File: config.mk
export PLATFORM = sky130hd
export DESIGN_NAME = mse_ctrl
export DESIGN_NICKNAME = d
export VERILOG_FILES = /design/src/mse_pkg.sv /design/src/mse_ctrl.sv
export SDC_FILE = /design/constraint.sdc
export NUM_CORES = 1
export LEC_CHECK = 0
export ABC_AREA = 1
export BUFFER_PORTS_ARGS = -buffer_cell sky130_fd_sc_hd__buf_2
export CORE_AREA = 2 2 39 41
export CTS_BUF_LIST = sky130_fd_sc_hd__clkbuf_4
export CTS_CLUSTER_SIZE = 25
export DETAILED_ROUTE_END_ITERATION = 10
export DIE_AREA = 0 0 41 43
export MAX_ROUTING_LAYER = met4
export PLACE_DENSITY = 0.39
export SYNTH_ARGS = -nofsm -noshare
export SYNTH_HDL_FRONTEND = slang
export SYNTH_SLANG_ARGS = --single-unit
File: constraint.sdc
create_clock -name clk -period 2 [get_ports clk]
set_input_delay 0.4 -clock clk [delete_from_list [all_inputs] [get_ports clk]]
set_output_delay 0.4 -clock clk [all_outputs]
set_load 0.01 [all_outputs]
File: src/mse_pkg.sv
// ----------------------------------------------------------------------------
// mse_pkg
// shared types and constants for the merge sort engine
// ----------------------------------------------------------------------------
package mse_pkg;

  localparam int MSE_MAX_ITEMS = 64;
  localparam int VALUE_W       = 32;

  typedef enum logic [1:0] {
    ST_LOAD,
    ST_PREP,
    ST_MERGE,
    ST_EMIT
  } mse_state_t;

  typedef struct packed {
    logic load;
    logic start_sort;
    logic pass_init;
    logic merge_step;
    logic emit_step;
    logic finish;
  } mse_cmd_t;

  typedef struct packed {
    logic sort_done;
    logic pass_end;
    logic emit_last;
  } mse_sts_t;

endpackage

File: src/mse_ctrl.sv
// ----------------------------------------------------------------------------
// mse_ctrl
// sequencer for load, merge passes and emit
// ----------------------------------------------------------------------------
module mse_ctrl import mse_pkg::*; (
  input  logic     clk,
  input  logic     rst_n,
  input  logic     in_tvalid,
  input  logic     in_tlast,
  output logic     in_tready,
  output logic     out_tvalid,
  input  logic     out_tready,
  output mse_cmd_t cmd,
  input  mse_sts_t sts
);

  mse_state_t state_r, state_nxt;

  always_ff @(posedge clk) begin
    if (!rst_n) begin
      state_r <= ST_LOAD;
    end else begin
      state_r <= state_nxt;
    end
  end

  always_comb begin
    state_nxt  = state_r;
    cmd        = '0;
    in_tready  = 1'b0;
    out_tvalid = 1'b0;
    case (state_r)
      ST_LOAD: begin
        in_tready = 1'b1;
        if (in_tvalid) begin
          cmd.load = 1'b1;
          if (in_tlast) begin
            cmd.start_sort = 1'b1;
            state_nxt      = ST_PREP;
          end
        end
      end
      ST_PREP: begin
        cmd.pass_init = 1'b1;
        state_nxt     = sts.sort_done ? ST_EMIT : ST_MERGE;
      end
      ST_MERGE: begin
        cmd.merge_step = 1'b1;
        if (sts.pass_end) begin
          state_nxt = ST_PREP;
        end
      end
      ST_EMIT: begin
        out_tvalid = 1'b1;
        if (out_tready) begin
          if (sts.emit_last) begin
            cmd.finish = 1'b1;
            state_nxt  = ST_LOAD;
          end else begin
            cmd.emit_step = 1'b1;
          end
        end
      end
      default: begin
        state_nxt = ST_LOAD;
      end
    endcase
  end

endmodule

Word level (Yosys, flattened, before mapping)
Cells that the tools add are included.

Input port bits: 8. Output and inout bits: 8. Register bits: 2.

Eq/ne operators: 8. Reductions and logical operators: 2. Multiplexer cells: 18.

Operator list (count): two-way mux 2 bit (9); != test 2 bit, second input constant (5); two-way mux 1 bit (8); one-hot mux 2 bit (4 select lines) (1); AND reduction 5 bit (1); == test 2 bit, second input constant (2); == test 2 x 1 -> 1 bit, second input constant (1); zero test 2 bit (1).

Logic depth before layout (Yosys ltp)
Gate-level depths: netlist of run 1.

Depth in word-level cells: 3. Gate-level depth with buffers: 7. Depth with buffers taken out: 7.

Worst setup path before layout of run 1
OpenSTA, ideal clock, no wires.

Path kind: register to output. Start: register state_r[0]. End: output cmd[1] (netlist bit). Arrival: 0.793 ns. Cell stages (with the launch flop): 3. Path slack: 0.807 ns. Cells stage by stage: dfxtp_1 -> nand2_2 -> nor3b_1.

RTL lines: start, declared (RTL line mse_ctrl.sv:17) `mse_state_t state_r, state_nxt;`; start signal, assigned (RTL line mse_ctrl.sv:23) `state_r <= state_nxt;`; end, declared (RTL line mse_ctrl.sv:13) `output mse_cmd_t cmd,`.

==> impl_metrics.toml, run 1 <==
[floorplan]
core.rowCount = 14
dieWidth_um = 41
die_area_mm2 = 0.00176
ios = 16
die_h_um = 43
start_util_pct = 12.9
core_mm2 = 0.00138

[critical_path]
start_kind = "flip-flop"
r2r-end = "state_r[0]"
cp.required_ns = 1.60
reg2regPathDepth = 7
setup.worst_path.end_class = "output pin"
cp_cell_sequence = "nand2_2, nor3b_1, buf_2"
slowest_delay_ns = 0.40
reg2reg_slack_ns = 1.05
worstSetupPathType = "flip-flop to output pin"
rr_startpoint = "state_r[0]"
worstPathArrival_ns = 1.05
cp_max_fo = 4
cp_slowest_cell = "dfxtp_1"

[global_routing]
grt_pass1_vias = 224
busiest_layer = "met2"
overflow = 0
grt_start_max_net_pins = 6
grtUsageMet1_pct = 6.39
grt_use_met3_pct = 1.57
antenna_found_initial = 0
grt_pass1_wl_um = 738
use_met2_pct = 10.0
grt_usage_pct = 6.57

[run_status]
status = "complete, no violations"

[sta]
slew_headroom_pct = 87.4
hold_slack_ns = 0.391
hold_viol = 0
worstMarginPinSlew_ns = 0.189
final_max_slew_viol_count = 0
setup_viol = 0
finalSetupTns_ns = 0
period_share_pct = 72.5
max_freq_mhz = 690
period_needed_ns = 1.45
skew_ns = 0.000766
rsz0062_at_grt = "no"

[synthesis]
synth_compound_area_share_pct = 2.80
avgSynthCellArea_um2 = 5.59
synth_top_family_by_area = "simple AND/OR/NAND/NOR gates"
muxShareOfSynthArea_pct = 0
yosys_warnings = 0
netlist_area_um2 = 179
synth_cell_types = 12
yosysSeqAreaShare_pct = 22.4
synth_seq_cells = 2
synth_cells = 32
synthAdderAreaFrac_pct = 0
synthSimpleGateAreaFrac_pct = 55.9
syn_nets = 40
synth_xor_area_share_pct = 0

[layout]
drive_above_1_share_pct = 53.1
mostFrequentLayoutCell = "buf_2"
nets = 59
fin_cells = 65
largest_registers = "state_r (2)"
largest_reg_flops = 2
area_delta_synth_final_pct = 61.5
max_flop_register = "state_r"
num_antenna_cells = 0
n_fill_cell = 177
mostFrequentLayoutCells = "15 x buf_2, 8 x nor2_1, 6 x nand2_1"

[place]
place_inst = 62
gp_congestion = 0.633
port_buffers = 15
hpwl_um = 403

[power]
power_frac_clock_pct = 31.2
p_sw_share_pct = 40.1
seq_power_share_pct = 23.5
power_density_mw_per_mm2 = 978
power_frac_comb_pct = 45.3
p_sw_uw = 113
internal_power_uw = 169
leakagePower_nw = 0.187
vdd_ir_drop_max_v = 0.000226

[clocking]
ctsHoldBuffers = 0
post-cts-setup-buffers = 0
htree_num_levels = 1
cts_tree = "done"
clk_path_buf_depth = 2
numCtsBuffers = 3
cts.sinks = 2
clock_latency_ns = 0.22
root_buffer = "clkbuf_4"
clkTransAtPathRegs_ns = 0.03
cts.repair.resized = 0

[route]
drtAntennaViolNets = 0
avgRoutedWirePerCell_um = 6.98
drt_iter0_markers = 4
via_per_inst = 3.68
post-route-drc-count = 0
via_count = 239
dr.pass1.iters = 4
routed_wl_um = 454

[hold_path]
hold_class = "input port to flip-flop"
hp-start = "rst_n"
hold_depth = 3
min_to = "state_r[1]"

[flow_run]
max_cap_violations = 0
-- routing by layer --
metal / share of wire, % / vias to the layer above
met5: 0 / -
met4: 3.7 / 0
met3: 8.8 / 2
met2: 44 / 12
met1: 43 / 97
li1: - / 128
-- how the worst max path moves through the flow --
stage | from | end | cells after the start
finish | state_r[0] | cmd[1] | 3
global route | state_r[1] | cmd[1] | 3
CTS | state_r[0] | cmd[1] | 3
detailed placement | sts[0] | cmd[1] | 3
global placement | sts[0] | cmd[1] | 3
floorplan | state_r[0] | cmd[1] | 2
-- kinds of logic after synthesis --
kind of cell	after synthesis
simple gates	21
buf+inv	8
flops	2
compound gates	1
-- area by class of cell --
type	count	area (µm²)	share of cell area [%]
clock buffer	3	22.5	7.79
sequential	2	40.0	13.9
inverter	7	26.3	9.09
tap	16	20.0	6.93
multi-input combinational	22	105	36.4
timing repair buffer	15	75.1	26.0
-- through the flow --
| step | power, mW | util (%) | setup WS [ns] | instance area, µm² |
|---|---|---|---|---|
| after floorplan | 0.159 | - | 0.807 | 179 |
| after global placement | 0.198 | 19.3 | 0.769 | 267 |
| after detailed placement | 0.198 | 19.3 | 0.763 | 267 |
| after CTS | 0.290 | 20.9 | 0.526 | 289 |
| after global routing | 0.317 | 20.9 | 0.391 | 289 |
| final | 0.283 | 20.9 | 0.550 | 289 |
-- Yosys cell counts --
library cell / instances / area share, %
nand2_1: 6 / 13
nand3_2: 1 / 5.6
nand3_1: 1 / 2.8
inv_2: 3 / 6.3
nor3b_1: 1 / 4.2
nor2_1: 8 / 17
nand2_2: 2 / 7.0
inv_1: 4 / 8.4
nor2_2: 2 / 7.0
dfxtp_1: 2 / 22
o21ai_1: 1 / 2.8
buf_4: 1 / 4.2
-- worst max-delay path, delay by kind of cell (launching register included) --
| kind | cells | cell delay (ns) |
|---|---|---|
| DFF | 1 | 0.40 |
| and+or+nand+nor | 2 | 0.27 |
| buffers and inverters | 1 | 0.15 |
-- power groups by stage --
| stage | combinational [mW] | sequential (mW) | clock (mW) |
|---|---|---|---|
| floorplan | 0.0943 | 0.0645 | 0 |
| global placement | 0.131 | 0.0668 | 0 |
| detailed placement | 0.131 | 0.0673 | 0 |
| CTS | 0.132 | 0.0668 | 0.0916 |
| global route | 0.147 | 0.0700 | 0.0995 |
| finish | 0.128 | 0.0664 | 0.0882 |
(Power assumes the default switching activity.)
==> inputs of run 2 (changes only) <==
--- a/config.mk
+++ b/config.mk
@@ -13,7 +13,7 @@
 export DETAILED_ROUTE_END_ITERATION = 10
 export DIE_AREA = 0 0 41 43
 export MAX_ROUTING_LAYER = met4
-export PLACE_DENSITY = 0.39
+export PLACE_DENSITY = 0.4
 export SYNTH_ARGS = -nofsm -noshare
 export SYNTH_HDL_FRONTEND = slang
 export SYNTH_SLANG_ARGS = --single-unit
==> constraint.sdc (replaced) <==
create_clock -name clk -period 1.16 [get_ports clk]
set_input_delay 0.232 -clock clk [delete_from_list [all_inputs] [get_ports clk]]
set_output_delay 0.232 -clock clk [all_outputs]
set_load 0.01 [all_outputs]
==> run 2 against run 1 <==
  * The flow now finishes with violations (setup timing)
  * Cell count did not move
  * Clock-buffer cell count did not move
  * Worst setup slack got worse by 0.58 ns
  * Clock power rose by 75%
  * Worst hold slack worse by 0.17 ns
  * Combinational power up 82%
  * Power rose by 85%
  * Die area unchanged
  * Register-to-register slack got worse by 0.80 ns
  * Largest cell class unchanged
  * Largest power group unchanged
==> impl_metrics.toml, run 2 (synthesis results as in run 1) <==
[route]
via_count = 233
drtAntennaViolNets = 0
routed_wl_um = 471
drt_iter0_markers = 1
dr.pass1.iters = 2
avgRoutedWirePerCell_um = 7.25
post-route-drc-count = 0
via_per_inst = 3.58

[critical_path]
start_kind = "flip-flop"
reg2reg_slack_ns = 0.25
worstPathArrival_ns = 0.96
setup.worst_path.end_class = "output pin"
worstSetupPathType = "flip-flop to output pin"
cp.required_ns = 0.93
cp_max_fo = 5

[layout]
largest_registers = "state_r (2)"
nets = 59
mostFrequentLayoutCells = "15 x buf_2, 8 x nor2_1, 6 x nand2_1"
num_antenna_cells = 0
area_delta_synth_final_pct = 74.1
multi_input_area_um2 = 120
final_util_pct = 22.5
fin_cells = 65
drive_above_1_share_pct = 59.2
n_fill_cell = 166
register_area_um2 = 47.5
largest_reg_flops = 2
stdcell_area_um2 = 312
mostFrequentLayoutCell = "buf_2"
max_flop_register = "state_r"

[global_routing]
grt_start_max_net_pins = 6
grt_pass1_wl_um = 669
grt_pass1_vias = 192
overflow = 0
antenna_found_initial = 0
grt_usage_pct = 6.46

[power]
p_sw_uw = 213
seq_power_share_pct = 26.1
vdd_ir_drop_max_v = 0.000572
leakagePower_nw = 0.201
p_sw_share_pct = 40.7
internal_power_uw = 310
power_frac_comb_pct = 44.5
power_frac_clock_pct = 29.4
power_density_mw_per_mm2 = 1680
fin_total_pwr_uw = 522

[sta]
period_needed_ns = 1.19
hold_viol = 0
setup_viol = 3
rsz0062_at_grt = "yes"
slew_headroom_pct = 91.6
hold_slack_ns = 0.224
finalSetupTns_ns = -0.0717
period_share_pct = 103
worstMarginPinSlew_ns = 0.126
final_max_slew_viol_count = 0
max_freq_mhz = 841
skew_ns = 0.00171
worst_slack_ns = -0.0297

[clocking]
post-cts-setup-buffers = 0
ctsHoldBuffers = 0
root_buffer = "clkbuf_4"
cts_tree = "done"
numCtsBuffers = 3
htree_num_levels = 1
clk_path_buf_depth = 2
clock_latency_ns = 0.22
clkTransAtPathRegs_ns = 0.03
cts.sinks = 2

[floorplan]
core_mm2 = 0.00138
start_util_pct = 12.9
die_area_mm2 = 0.00176
core.rowCount = 14
ios = 16
dieWidth_um = 41
die_h_um = 43

[hold_path]
hold_class = "input port to flip-flop"

[place]
place_ws_ns = 0.106
hpwl_um = 382
place_inst = 62
port_buffers = 15
gp_congestion = 0.719
placed_area_um2 = 267

[flow_run]
max_cap_violations = 0

[run_status]
failed_checks = "setup timing"
status = "finished, violations left"
## run 2: cell count changes in the layout (fill, tap and decap cells not counted)
cell     before  now
dfxtp_1       2    0
dfxtp_4       0    2
nand2_2       2    1
nand2_4       0    1
nor2_2        2    1
nor2_4        0    1
nor3b_1       1    0
nor3b_2       0    1
## run 2: repair_timing
item	in CTS	in global routing
pin swaps	1	1
endpoints found under the setup margin	6	5
endpoints found under the hold margin	0	0
gates resized for setup	7	0
## run 2: power groups by stage
stage / logic, mW / clock network, mW / registers [mW]
final: 0.233 / 0.154 / 0.136
after global routing: 0.263 / 0.165 / 0.142
after CTS: 0.236 / 0.167 / 0.136
after detailed placement: 0.226 / 0 / 0.115
after global placement: 0.229 / 0 / 0.113
after floorplan: 0.163 / 0 / 0.111
## run 2: worst paths after layout
path | cells past startpoint | start | end
worst min register to register | 4 | state_r[0] | state_r[0]
worst max-delay path | 4 | state_r[1] | cmd[5]
worst max register to register | 6 | state_r[1] | state_r[0]
worst min-delay path | 3 | rst_n | state_r[1]
## run 2: worst max-delay path: stages, from the launching register on
cell and delay [ns]:
dfxtp_4 0.36, nor2_4 0.13, inv_2 0.04, nor2_1 0.07, buf_2 0.13
## run 2: per-layer routing
layer / GRT usage, % / share of wire [%] / routed length, µm / vias up
met2: 9.69 / 49 / 232 / 9
met3: 1.57 / 10 / 47 / 0
met1: 5.41 / 41 / 191 / 96
met4: 8.00 / 0 / 0 / 0
met5: - / 0 / 0 / -
li1: - / - / - / 128
## run 2: area by class of cell
class | count | area share [%]
clock buffers | 3 | 7.23
inverters | 7 | 8.43
multi-input cells | 22 | 38.6
flip-flops and latches | 2 | 15.3
well taps | 16 | 6.43
repair buffers | 15 | 24.1
